--- src/sfr_pkg.sv ---
package sfr_pkg;

  // Counter width of the good and bad frame counters (8 to 32)
  localparam int unsigned CountWidth = 32;

  // Operand widths of the tick divider
  localparam int unsigned DvdWidth  = 18;
  localparam int unsigned DivWidth  = 9;
  localparam int unsigned QuotWidth = 16;

  // Pulse limits in ticks
  localparam logic [QuotWidth-1:0] SyncMin   = 16'd55;
  localparam logic [QuotWidth-1:0] SyncMax   = 16'd57;
  localparam logic [QuotWidth-1:0] NibbleMin = 16'd12;
  localparam logic [QuotWidth-1:0] NibbleMax = 16'd27;

  // Pulse positions within a frame
  localparam logic [3:0] PulseSync   = 4'd0;
  localparam logic [3:0] PulseStatus = 4'd1;
  localparam logic [3:0] PulseData0  = 4'd2;
  localparam logic [3:0] PulseData5  = 4'd7;
  localparam logic [3:0] PulseCount  = 4'd9;

  localparam logic [3:0] Crc4Seed = 4'd5;
  localparam logic [5:0] Crc6Seed = 6'h15;

  localparam logic [7:0] TickReset = 8'd3;

  // Frame error codes
  localparam logic [2:0] ErrOk     = 3'd0;
  localparam logic [2:0] ErrShort  = 3'd1;
  localparam logic [2:0] ErrSync   = 3'd2;
  localparam logic [2:0] ErrNibble = 3'd3;
  localparam logic [2:0] ErrCrc    = 3'd4;

  // Serial message formats
  localparam logic [1:0] FmtShort = 2'd0;
  localparam logic [1:0] FmtEnh12 = 2'd1;
  localparam logic [1:0] FmtEnh16 = 2'd2;

  // Slow channel message detection masks
  localparam logic [15:0] ShortMark = 16'h8000;
  localparam logic [17:0] EnhMask   = 18'h3f800;
  localparam logic [17:0] EnhMark   = 18'h3f000;

  localparam logic [3:0] CRC4_TAB [16] = '{
    4'd0, 4'd13, 4'd7, 4'd10, 4'd14, 4'd3, 4'd9, 4'd4,
    4'd1, 4'd12, 4'd6, 4'd11, 4'd15, 4'd2, 4'd8, 4'd5};

  localparam logic [5:0] CRC6_TAB [64] = '{
    6'd0,  6'd25, 6'd50, 6'd43, 6'd61, 6'd36, 6'd15, 6'd22,
    6'd35, 6'd58, 6'd17, 6'd8,  6'd30, 6'd7,  6'd44, 6'd53,
    6'd31, 6'd6,  6'd45, 6'd52, 6'd34, 6'd59, 6'd16, 6'd9,
    6'd60, 6'd37, 6'd14, 6'd23, 6'd1,  6'd24, 6'd51, 6'd42,
    6'd62, 6'd39, 6'd12, 6'd21, 6'd3,  6'd26, 6'd49, 6'd40,
    6'd29, 6'd4,  6'd47, 6'd54, 6'd32, 6'd57, 6'd18, 6'd11,
    6'd33, 6'd56, 6'd19, 6'd10, 6'd28, 6'd5,  6'd46, 6'd55,
    6'd2,  6'd27, 6'd48, 6'd41, 6'd63, 6'd38, 6'd13, 6'd20};

  typedef enum logic [1:0] {
    StIdle,
    StDiv,
    StFrame
  } sfr_state_e;

endpackage

--- src/sent_frame_receiver_unit.sv ---
// SENT frame receiver.
// Input channel: one item per measured pulse (period_us_i, frame_last_i),
// taken when in_valid_i is high and in_stall_o is low. in_stall_o is high
// while a pulse is being rounded to ticks or a frame result is being built.
// Output channel: one item per pulse flagged frame_last_i, held in an output
// register until out_valid_o is high and out_stall_i is low.
// Configuration: cfg_we_i writes cfg_data_i to the tick length register.
// A pulse is rounded before the next one is taken; after the last pulse of
// a frame the block also waits to load the frame result, which shows in
// the same cycle as the block can take the next pulse. Rounding is a
// radix-2 divider computing (2p+t)/(2t) one quotient bit per cycle (16 steps).
// A finished result may wait in the output register while the next frame
// is received; the block holds off only when a second result is ready and
// the first is still stalled.
// Reset clears the frame sequencer, slow channel shift registers, counters
// and sets the tick length to 3 us.
module sent_frame_receiver_unit (
  input  logic        clk_i,
  input  logic        rst_ni,
  input  logic        cfg_we_i,
  input  logic [7:0]  cfg_data_i,
  input  logic        in_valid_i,
  output logic        in_stall_o,
  input  logic [15:0] period_us_i,
  input  logic        frame_last_i,
  output logic        out_valid_o,
  input  logic        out_stall_i,
  output logic [2:0]  frame_error_o,
  output logic [3:0]  status_nibble_o,
  output logic [23:0] data_nibbles_o,
  output logic        serial_valid_o,
  output logic [1:0]  serial_format_o,
  output logic [7:0]  serial_id_o,
  output logic [15:0] serial_data_o,
  output logic [31:0] good_frame_count_o,
  output logic [31:0] bad_frame_count_o
);
  import sfr_pkg::*;

  sfr_state_e state_q, state_d;

  logic [7:0]            tick_q;
  logic                  last_q;
  logic [3:0]            pidx_q, pidx_d;
  logic [2:0]            ferr_q, ferr_d;
  logic [3:0]            status_q, status_d;
  logic [23:0]           data_q, data_d;
  logic [3:0]            crc_q, crc_d;
  logic [3:0]            check_q, check_d;
  logic [17:0]           b2_q, b2_d;
  logic [17:0]           b3_q, b3_d;
  logic [23:0]           sc_q, sc_d;
  logic [CountWidth-1:0] good_q, good_d;
  logic [CountWidth-1:0] bad_q, bad_d;

  logic        ovalid_q, ovalid_d;
  logic [2:0]  oerr_q, oerr_d;
  logic [3:0]  ostat_q, ostat_d;
  logic [23:0] odata_q, odata_d;
  logic        osv_q, osv_d;
  logic [1:0]  ofmt_q, ofmt_d;
  logic [7:0]  oid_q, oid_d;
  logic [15:0] osdat_q, osdat_d;

  logic                  accept;
  logic                  div_start;
  logic                  div_done;
  logic [QuotWidth-1:0]  ticks;
  logic [7:0]            tick_eff;
  logic [DvdWidth-1:0]   dividend;
  logic [DivWidth-1:0]   divisor;
  logic                  out_free;
  logic                  frame_load;

  // Input side handshake
  assign accept   = in_valid_i && !in_stall_o;
  assign out_free = !ovalid_q || !out_stall_i;

  // Rounding operands, a zero tick length acts as 1 us
  assign tick_eff = (tick_q == 8'd0) ? 8'd1 : tick_q;
  assign dividend = {1'b0, period_us_i, 1'b0} + {10'd0, tick_eff};
  assign divisor  = {tick_eff, 1'b0};

  sfr_divider u_div (
    .clk_i      (clk_i),
    .rst_ni     (rst_ni),
    .start_i    (div_start),
    .dividend_i (dividend),
    .divisor_i  (divisor),
    .done_o     (div_done),
    .quot_o     (ticks)
  );

  // Sequencer next state
  always_comb begin
    state_d = state_q;
    unique case (state_q)
      StIdle: begin
        if (accept) state_d = StDiv;
      end
      StDiv: begin
        if (div_done) state_d = last_q ? StFrame : StIdle;
      end
      StFrame: begin
        if (out_free) state_d = StIdle;
      end
      default: state_d = StIdle;
    endcase
  end

  // Sequencer outputs
  always_comb begin
    in_stall_o = 1'b1;
    div_start  = 1'b0;
    frame_load = 1'b0;
    unique case (state_q)
      StIdle: begin
        in_stall_o = 1'b0;
        div_start  = accept;
      end
      StDiv: ;
      StFrame: begin
        frame_load = out_free;
      end
      default: ;
    endcase
  end

  // Pulse checks and nibble capture, running data CRC
  logic [3:0]            nib;
  logic                  nib_ok;
  logic                  sync_ok;

  // Frame result and slow channel
  logic [2:0]            err;
  logic [3:0]            crc_fin;
  logic                  s2, s3;
  logic [17:0]           b2n, b3n;
  logic [23:0]           scn;
  logic [3:0]            c4;
  logic [5:0]            c6;
  logic                  short_hit, enh_hit;

  always_comb begin
    nib     = 4'(ticks - NibbleMin);
    nib_ok  = (ticks >= NibbleMin) && (ticks <= NibbleMax);
    sync_ok = (ticks >= SyncMin) && (ticks <= SyncMax);

    pidx_d   = pidx_q;
    ferr_d   = ferr_q;
    status_d = status_q;
    data_d   = data_q;
    crc_d    = crc_q;
    check_d  = check_q;
    b2_d     = b2_q;
    b3_d     = b3_q;
    sc_d     = sc_q;
    good_d   = good_q;
    bad_d    = bad_q;

    ovalid_d = ovalid_q && out_stall_i;
    oerr_d   = oerr_q;
    ostat_d  = ostat_q;
    odata_d  = odata_q;
    osv_d    = osv_q;
    ofmt_d   = ofmt_q;
    oid_d    = oid_q;
    osdat_d  = osdat_q;

    if (state_q == StDiv && div_done && pidx_q < PulseCount) begin
      if (ferr_q == ErrOk) begin
        if (pidx_q == PulseSync) begin
          if (!sync_ok) ferr_d = ErrSync;
        end else if (!nib_ok) begin
          ferr_d = ErrNibble;
        end else if (pidx_q == PulseStatus) begin
          status_d = nib;
        end else if (pidx_q <= PulseData5) begin
          data_d = {data_q[19:0], nib};
          crc_d  = nib ^ CRC4_TAB[(pidx_q == PulseData0) ? Crc4Seed : crc_q];
        end else begin
          check_d = nib;
        end
      end
      pidx_d = pidx_q + 4'd1;
    end

    // Frame error code
    crc_fin = CRC4_TAB[crc_q];
    if (pidx_q < PulseCount) begin
      err = ErrShort;
    end else if (ferr_q != ErrOk) begin
      err = ferr_q;
    end else if (crc_fin != check_q) begin
      err = ErrCrc;
    end else begin
      err = ErrOk;
    end

    // Slow channel registers after shifting in this status nibble
    s2  = status_q[2];
    s3  = status_q[3];
    b2n = {b2_q[16:0], s2};
    b3n = {b3_q[16:0], s3};
    scn = {sc_q[21:0], s2, s3};

    c4 = b2n[15:12] ^ CRC4_TAB[Crc4Seed];
    c4 = b2n[11:8] ^ CRC4_TAB[c4];
    c4 = b2n[7:4] ^ CRC4_TAB[c4];
    c4 = CRC4_TAB[c4];

    c6 = scn[23:18] ^ CRC6_TAB[Crc6Seed];
    c6 = scn[17:12] ^ CRC6_TAB[c6];
    c6 = scn[11:6] ^ CRC6_TAB[c6];
    c6 = scn[5:0] ^ CRC6_TAB[c6];
    c6 = CRC6_TAB[c6];

    short_hit = b3n[15:0] == ShortMark;
    enh_hit   = (b3n & EnhMask) == EnhMark;

    if (frame_load) begin
      pidx_d   = '0;
      ferr_d   = ErrOk;
      ovalid_d = 1'b1;
      oerr_d   = err;
      ostat_d  = '0;
      odata_d  = '0;
      osv_d    = 1'b0;
      ofmt_d   = FmtShort;
      oid_d    = '0;
      osdat_d  = '0;
      if (err != ErrOk) begin
        if (bad_q != '1) bad_d = bad_q + 1'b1;
        b3_d = '0;
      end else begin
        if (good_q != '1) good_d = good_q + 1'b1;
        ostat_d = status_q;
        odata_d = data_q;
        b2_d    = b2n;
        sc_d    = scn;
        b3_d    = b3n;
        if (short_hit) begin
          b3_d = '0;
          if (c4 == b2n[3:0]) begin
            osv_d   = 1'b1;
            ofmt_d  = FmtShort;
            oid_d   = {4'd0, b2n[15:12]};
            osdat_d = {8'd0, b2n[11:4]};
          end
        end else if (enh_hit && c6 == b2n[17:12]) begin
          b3_d  = '0;
          osv_d = 1'b1;
          if (b3n[10]) begin
            ofmt_d  = FmtEnh16;
            oid_d   = {4'd0, b3n[9:6]};
            osdat_d = {b3n[4:1], b2n[11:0]};
          end else begin
            ofmt_d  = FmtEnh12;
            oid_d   = {b3n[9:6], b3n[4:1]};
            osdat_d = {4'd0, b2n[11:0]};
          end
        end
      end
    end
  end

  // Control and slow channel state
  always_ff @(posedge clk_i or negedge rst_ni) begin
    if (!rst_ni) begin
      state_q  <= StIdle;
      tick_q   <= TickReset;
      pidx_q   <= '0;
      ferr_q   <= ErrOk;
      status_q <= '0;
      b2_q     <= '0;
      b3_q     <= '0;
      sc_q     <= '0;
      good_q   <= '0;
      bad_q    <= '0;
      ovalid_q <= 1'b0;
    end else begin
      state_q  <= state_d;
      if (cfg_we_i) tick_q <= cfg_data_i;
      pidx_q   <= pidx_d;
      ferr_q   <= ferr_d;
      status_q <= status_d;
      b2_q     <= b2_d;
      b3_q     <= b3_d;
      sc_q     <= sc_d;
      good_q   <= good_d;
      bad_q    <= bad_d;
      ovalid_q <= ovalid_d;
    end
  end

  // Payload registers
  always_ff @(posedge clk_i) begin
    if (accept) last_q <= frame_last_i;
    data_q  <= data_d;
    crc_q   <= crc_d;
    check_q <= check_d;
    oerr_q  <= oerr_d;
    ostat_q <= ostat_d;
    odata_q <= odata_d;
    osv_q   <= osv_d;
    ofmt_q  <= ofmt_d;
    oid_q   <= oid_d;
    osdat_q <= osdat_d;
  end

  assign out_valid_o        = ovalid_q;
  assign frame_error_o      = oerr_q;
  assign status_nibble_o    = ostat_q;
  assign data_nibbles_o     = odata_q;
  assign serial_valid_o     = osv_q;
  assign serial_format_o    = ofmt_q;
  assign serial_id_o        = oid_q;
  assign serial_data_o      = osdat_q;
  assign good_frame_count_o = 32'(good_q);
  assign bad_frame_count_o  = 32'(bad_q);

endmodule

--- src/sfr_divider.sv ---
module sfr_divider (
  input  logic                          clk_i,
  input  logic                          rst_ni,
  input  logic                          start_i,
  input  logic [sfr_pkg::DvdWidth-1:0]  dividend_i,
  input  logic [sfr_pkg::DivWidth-1:0]  divisor_i,
  output logic                          done_o,
  output logic [sfr_pkg::QuotWidth-1:0] quot_o
);
  import sfr_pkg::*;

  // Remainder stays below the divisor, so one extra bit holds the trial value
  logic [DivWidth:0]    rem_q, rem_d;
  logic [QuotWidth-1:0] dvd_q, dvd_d;
  logic [DivWidth-1:0]  div_q, div_d;
  logic [3:0]           cnt_q, cnt_d;
  logic                 busy_q, busy_d;
  logic                 done_q, done_d;
  logic [DivWidth:0]    trial;
  logic                 fits;

  // One restoring step per cycle; quotient bits shift in behind the dividend
  always_comb begin
    trial  = {rem_q[DivWidth-1:0], dvd_q[QuotWidth-1]};
    fits   = trial >= {1'b0, div_q};
    rem_d  = rem_q;
    dvd_d  = dvd_q;
    div_d  = div_q;
    cnt_d  = cnt_q;
    busy_d = busy_q;
    done_d = 1'b0;
    if (start_i) begin
      // Top dividend bits are always below the divisor
      rem_d  = {{(DivWidth+1-(DvdWidth-QuotWidth)){1'b0}},
                dividend_i[DvdWidth-1:QuotWidth]};
      dvd_d  = dividend_i[QuotWidth-1:0];
      div_d  = divisor_i;
      cnt_d  = '0;
      busy_d = 1'b1;
    end else if (busy_q) begin
      rem_d = fits ? (trial - {1'b0, div_q}) : trial;
      dvd_d = {dvd_q[QuotWidth-2:0], fits};
      cnt_d = cnt_q + 4'd1;
      if (cnt_q == 4'(QuotWidth - 1)) begin
        busy_d = 1'b0;
        done_d = 1'b1;
      end
    end
  end

  always_ff @(posedge clk_i or negedge rst_ni) begin
    if (!rst_ni) begin
      cnt_q  <= '0;
      busy_q <= 1'b0;
      done_q <= 1'b0;
    end else begin
      cnt_q  <= cnt_d;
      busy_q <= busy_d;
      done_q <= done_d;
    end
  end

  always_ff @(posedge clk_i) begin
    rem_q <= rem_d;
    dvd_q <= dvd_d;
    div_q <= div_d;
  end

  assign done_o = done_q;
  assign quot_o = dvd_q;

endmodule

--- config.mk ---
export PLATFORM = sky130hd
export DESIGN_NAME = sent_frame_receiver_unit
export DESIGN_NICKNAME = d
export VERILOG_FILES = /design/src/sfr_pkg.sv /design/src/sent_frame_receiver_unit.sv /design/src/sfr_divider.sv
export SDC_FILE = /design/constraint.sdc
export NUM_CORES = 1
export LEC_CHECK = 0
export ABC_AREA = 1
export BUFFER_PORTS_ARGS = -buffer_cell sky130_fd_sc_hd__buf_2
export CORE_UTILIZATION = 53
export CTS_BUF_LIST = sky130_fd_sc_hd__clkbuf_16
export CTS_CLUSTER_DIAMETER = 60
export DETAILED_ROUTE_END_ITERATION = 8
export PLACE_DENSITY_LB_ADDON = 0.2
export SLEW_MARGIN = 20
export SYNTH_ARGS = -nofsm -noshare
export SYNTH_HDL_FRONTEND = slang
export SYNTH_SLANG_ARGS = --single-unit
--- constraint.sdc ---
create_clock -name clk_i -period 4.6 [get_ports clk_i]
set_input_delay 0.46 -clock clk_i [delete_from_list [all_inputs] [get_ports clk_i]]
set_output_delay 0.46 -clock clk_i [all_outputs]
set_load 0.02 [all_outputs]
==> impl_metrics.csv <==
group,metric,value,unit
global_route,antenna_found_initial,0,
setup_path,path_buf_inv,5,
setup_path,start_kind,"flip-flop",
synth,ys_warn_count,0,
synth,synth.mux.area_fraction,0.3237,%
power,peakVddDrop,0.0003569,V
synth,synth-compound-area-share,5.291,%
synth,synth_xor_area_share,8.584,%
worst_hold_path,hold_class,"primary input to asynchronous set/reset pin",
sta,setup_violations,0,
layout,fin_cells,2031,
synth,synthTopCellsByArea,"edfxtp_1, dfrtp_1, nand2_1",
synth,syn_area_per_cell,9.091,sq um
drt,ant_nets,0,
drt,drtPass1Iterations,9,
global_route,grt_pass1_wl,47470,microns
placed_design,dp.cells,1959,
synth,syn_inst,1488,
synth,synth_top_area_cell,"edfxtp_1",
sta,fin_crit_sh,96.50,%
synth,synth_fp_nets,1557,
clock_tree,cts_tree,"built",
synth,synth_seq_cells,260,
synth,synth_top_family_by_area,"simple AND/OR/NAND/NOR gates",
sta,hold_violations,0,
synth,synth_top_area_share,25.97,%
synth,synthSimpleGateAreaFrac,22.89,%
synth,synthArstFlopShare,52.31,%
synth,yosys.area_share.adder,3.718,%
synth,syn_area,0.01353,sq mm
setup_path,crit_type,"flip-flop to flip-flop",
setup_path,slowest_stage,"dfrtp_1",
floorplanning,fp.dieH,161.8,microns
clock_tree,clk_pin_slew,0.06,ns
synth,synth_edf_count,117,
sta,tightest_slew,0.9522,ns
sta,slew-limit-headroom,36.52,%
drt,drc_errors,1,
status,status,"complete, but fails checks",
sta,max_freq,225.3,MHz
sta,slew_violations,0,
sta,hold_slack,0.01479,ns
layout,nets,1746,
clock_tree,clock_latency,0.55,ns
layout,area_delta_synth_final,20.34,%
synth,netlist-cell-type-count,54,
drt,drt_wl_total,29040,microns
placed_design,gp_congestion,0.8508,
setup_path,critPathMaxStageDelay,0.35,ns
floorplanning,core,0.02511,sq mm
global_route,grt_pass1_vias,10170,
clock_tree,numCtsBuffers,30,
flow_run,maxCapViolCount,0,
clock_tree,clock-root-buffer,"clkbuf_16",
drt,routedWlPerCell,14.30,microns
layout,drive_above_1_share,21.34,%
drt,vias_per_cell,5.195,
sta,period_needed,4.439,ns
power,power.density,425.7,mW/mm^2
synth,ys.flop_type,"dfrtp_1",
drt,vias,10550,
setup_path,cpMostUsedCell,"nand2_2",
setup_path,cp_max_fo,5,
global_route,grt_overflow,0,
setup_path,reg2reg_slack,0.16,ns
sta,grt_setup_unrepaired,"true",
layout,final_cell_mix,"nand2_1, inv_1, buf_2, dfrtp_1, edfxtp_1",
global_route,grt_max_degree,101,
setup_path,critPathRequiredTime,5.01,ns
layout,final_common_cell,"nand2_1",
setup_path,arrival,4.85,ns
clock_tree,holdBufCountCts,0,
power,p_leak,7.598,nW
layout,diodes,0,
floorplanning,row_count,58,
placed_design,dp_hpwl,20050,microns
floorplanning,die_x,161.8,microns
sta,fin_skew,0.01450,ns
global_route,grt.total_usage,22.14,%
synth,seq_area_frac_synth,52.19,%
status,violations,"design-rule violations",
floorplanning,ios,154,
drt,dr.first_iter.drc_count,751,
setup_path,cpLargestDelayFamily,"simple AND/OR/NAND/NOR gates",
clock_tree,cts.htree.levels,1,
setup_path,endpoint_kind,"flip-flop",
floorplanning,die_area,0.02616,sq mm
floorplanning,initial_core_util,53.87,%
placed_design,portBuffers,153,
clock_tree,clkSinkCount,260,
clock_tree,cts_buffer_depth,3,
-- area by class of cell --
class / count / area (sq um)
clock buffer: 31 / 775.7
clock inverter: 25 / 300.3
fill: 2111 / 8831
tap: 330 / 412.9
inverter: 211 / 792.0
multi-input combinational: 985 / 5869
sequential: 260 / 7062
timing repair buffer: 189 / 1066
-- timing repair --
item                       in CTS  in global routing
resized for setup               1                 76
setup endpoints to repair      28                 43
pin swaps                       1                 35
cloned                          1                  1
buffers inserted                1                 13
-- path summary, 6_finish.rpt --
path                               from                endpoint  cells past startpoint
setup reg to reg                b2_q[8]          serial_id_o[6]                     36
min in group clk_i         frame_last_i                  last_q                      1
hold reg to reg               data_q[5]               data_q[9]                      0
hold / removal                   rst_ni  good_frame_count_o[14]                      1
setup / recovery                b2_q[8]          serial_id_o[6]                     36
max in group asynchronous        rst_ni                 b3_q[9]                      2
-- cell usage after synthesis (4+ instances only) --
| library cell | instances |
|---|---|
| buf_4 | 4 |
| xnor2_1 | 41 |
| inv_1 | 201 |
| inv_2 | 9 |
| a21oi_1 | 24 |
| o21ai_0 | 81 |
| nand3_1 | 96 |
| edfxtp_1 | 117 |
| ha_1 | 37 |
| clkbuf_1 | 23 |
| nand3_2 | 14 |
| buf_2 | 4 |
| nor4_1 | 14 |
| xor2_1 | 79 |
| nor2_1 | 121 |
| dfrtp_1 | 134 |
| nand3b_1 | 5 |
| nand4_1 | 33 |
| dfxtp_1 | 7 |
| a211oi_1 | 5 |
| nor3_1 | 29 |
| nand2_1 | 337 |
| nand2_2 | 22 |
-- cell families after synthesis --
kind of cell,count (synthesis)
AOI/OAI and AO/OA,129
xor gates and xnor gates,126
adders and majority gates,39
buffers and inverters,245
DFF,260
muxes,4
and+or+nand+nor,685
-- registers in the layout (all words and copies together), names as in the netlist, 8 cells and up --
register            cells
sc_q                   11
b2_q                   17
good_frame_count_o     32
u_div.div_q             8
serial_id_o             8
data_q                 24
data_nibbles_o         24
u_div.quot_o           16
bad_frame_count_o      32
b3_q                   17
tick_q                  8
serial_data_o          16
u_div.rem_q             9
-- report_power, final --
| part | internal, mW | switching [mW] | total, mW | leakage, nW |
|---|---|---|---|---|
| registers | 2.82 | 0.193 | 3.01 | 2.87 |
| logic | 0.481 | 0.875 | 1.36 | 4.20 |
| clock network | 1.61 | 0.954 | 2.56 | 0.526 |
-- layer usage --
layer  routed length, microns  vias up  track usage, %
met4                      607        0           5.832
met5                        0        -               0
li1                         -     5225               -
met2                    14040      275           37.42
met3                     1644       56           3.345
met1                    12740     4995           29.84
-- per-stage QoR --
stage / TNS (ns) / area (sq um) / setup WS (ns) / power (mW) / util, %
2_1_floorplan: 0 / 13530 / 0.1847 / 4.001 / -
3_3_place_gp: 0 / 14740 / 0.08186 / 4.363 / 58.72
3_5_place_dp: -0.3406 / 14740 / -0.04605 / 4.413 / 58.72
4_1_cts: 0 / 15840 / 0.0007550 / 6.988 / 63.10
5_1_grt: -4.433 / 16280 / -0.1727 / 7.296 / 64.83
6_report: 0 / 16280 / 0.1609 / 6.930 / 64.83
Note: power is estimated with default switching activity, not from simulation.
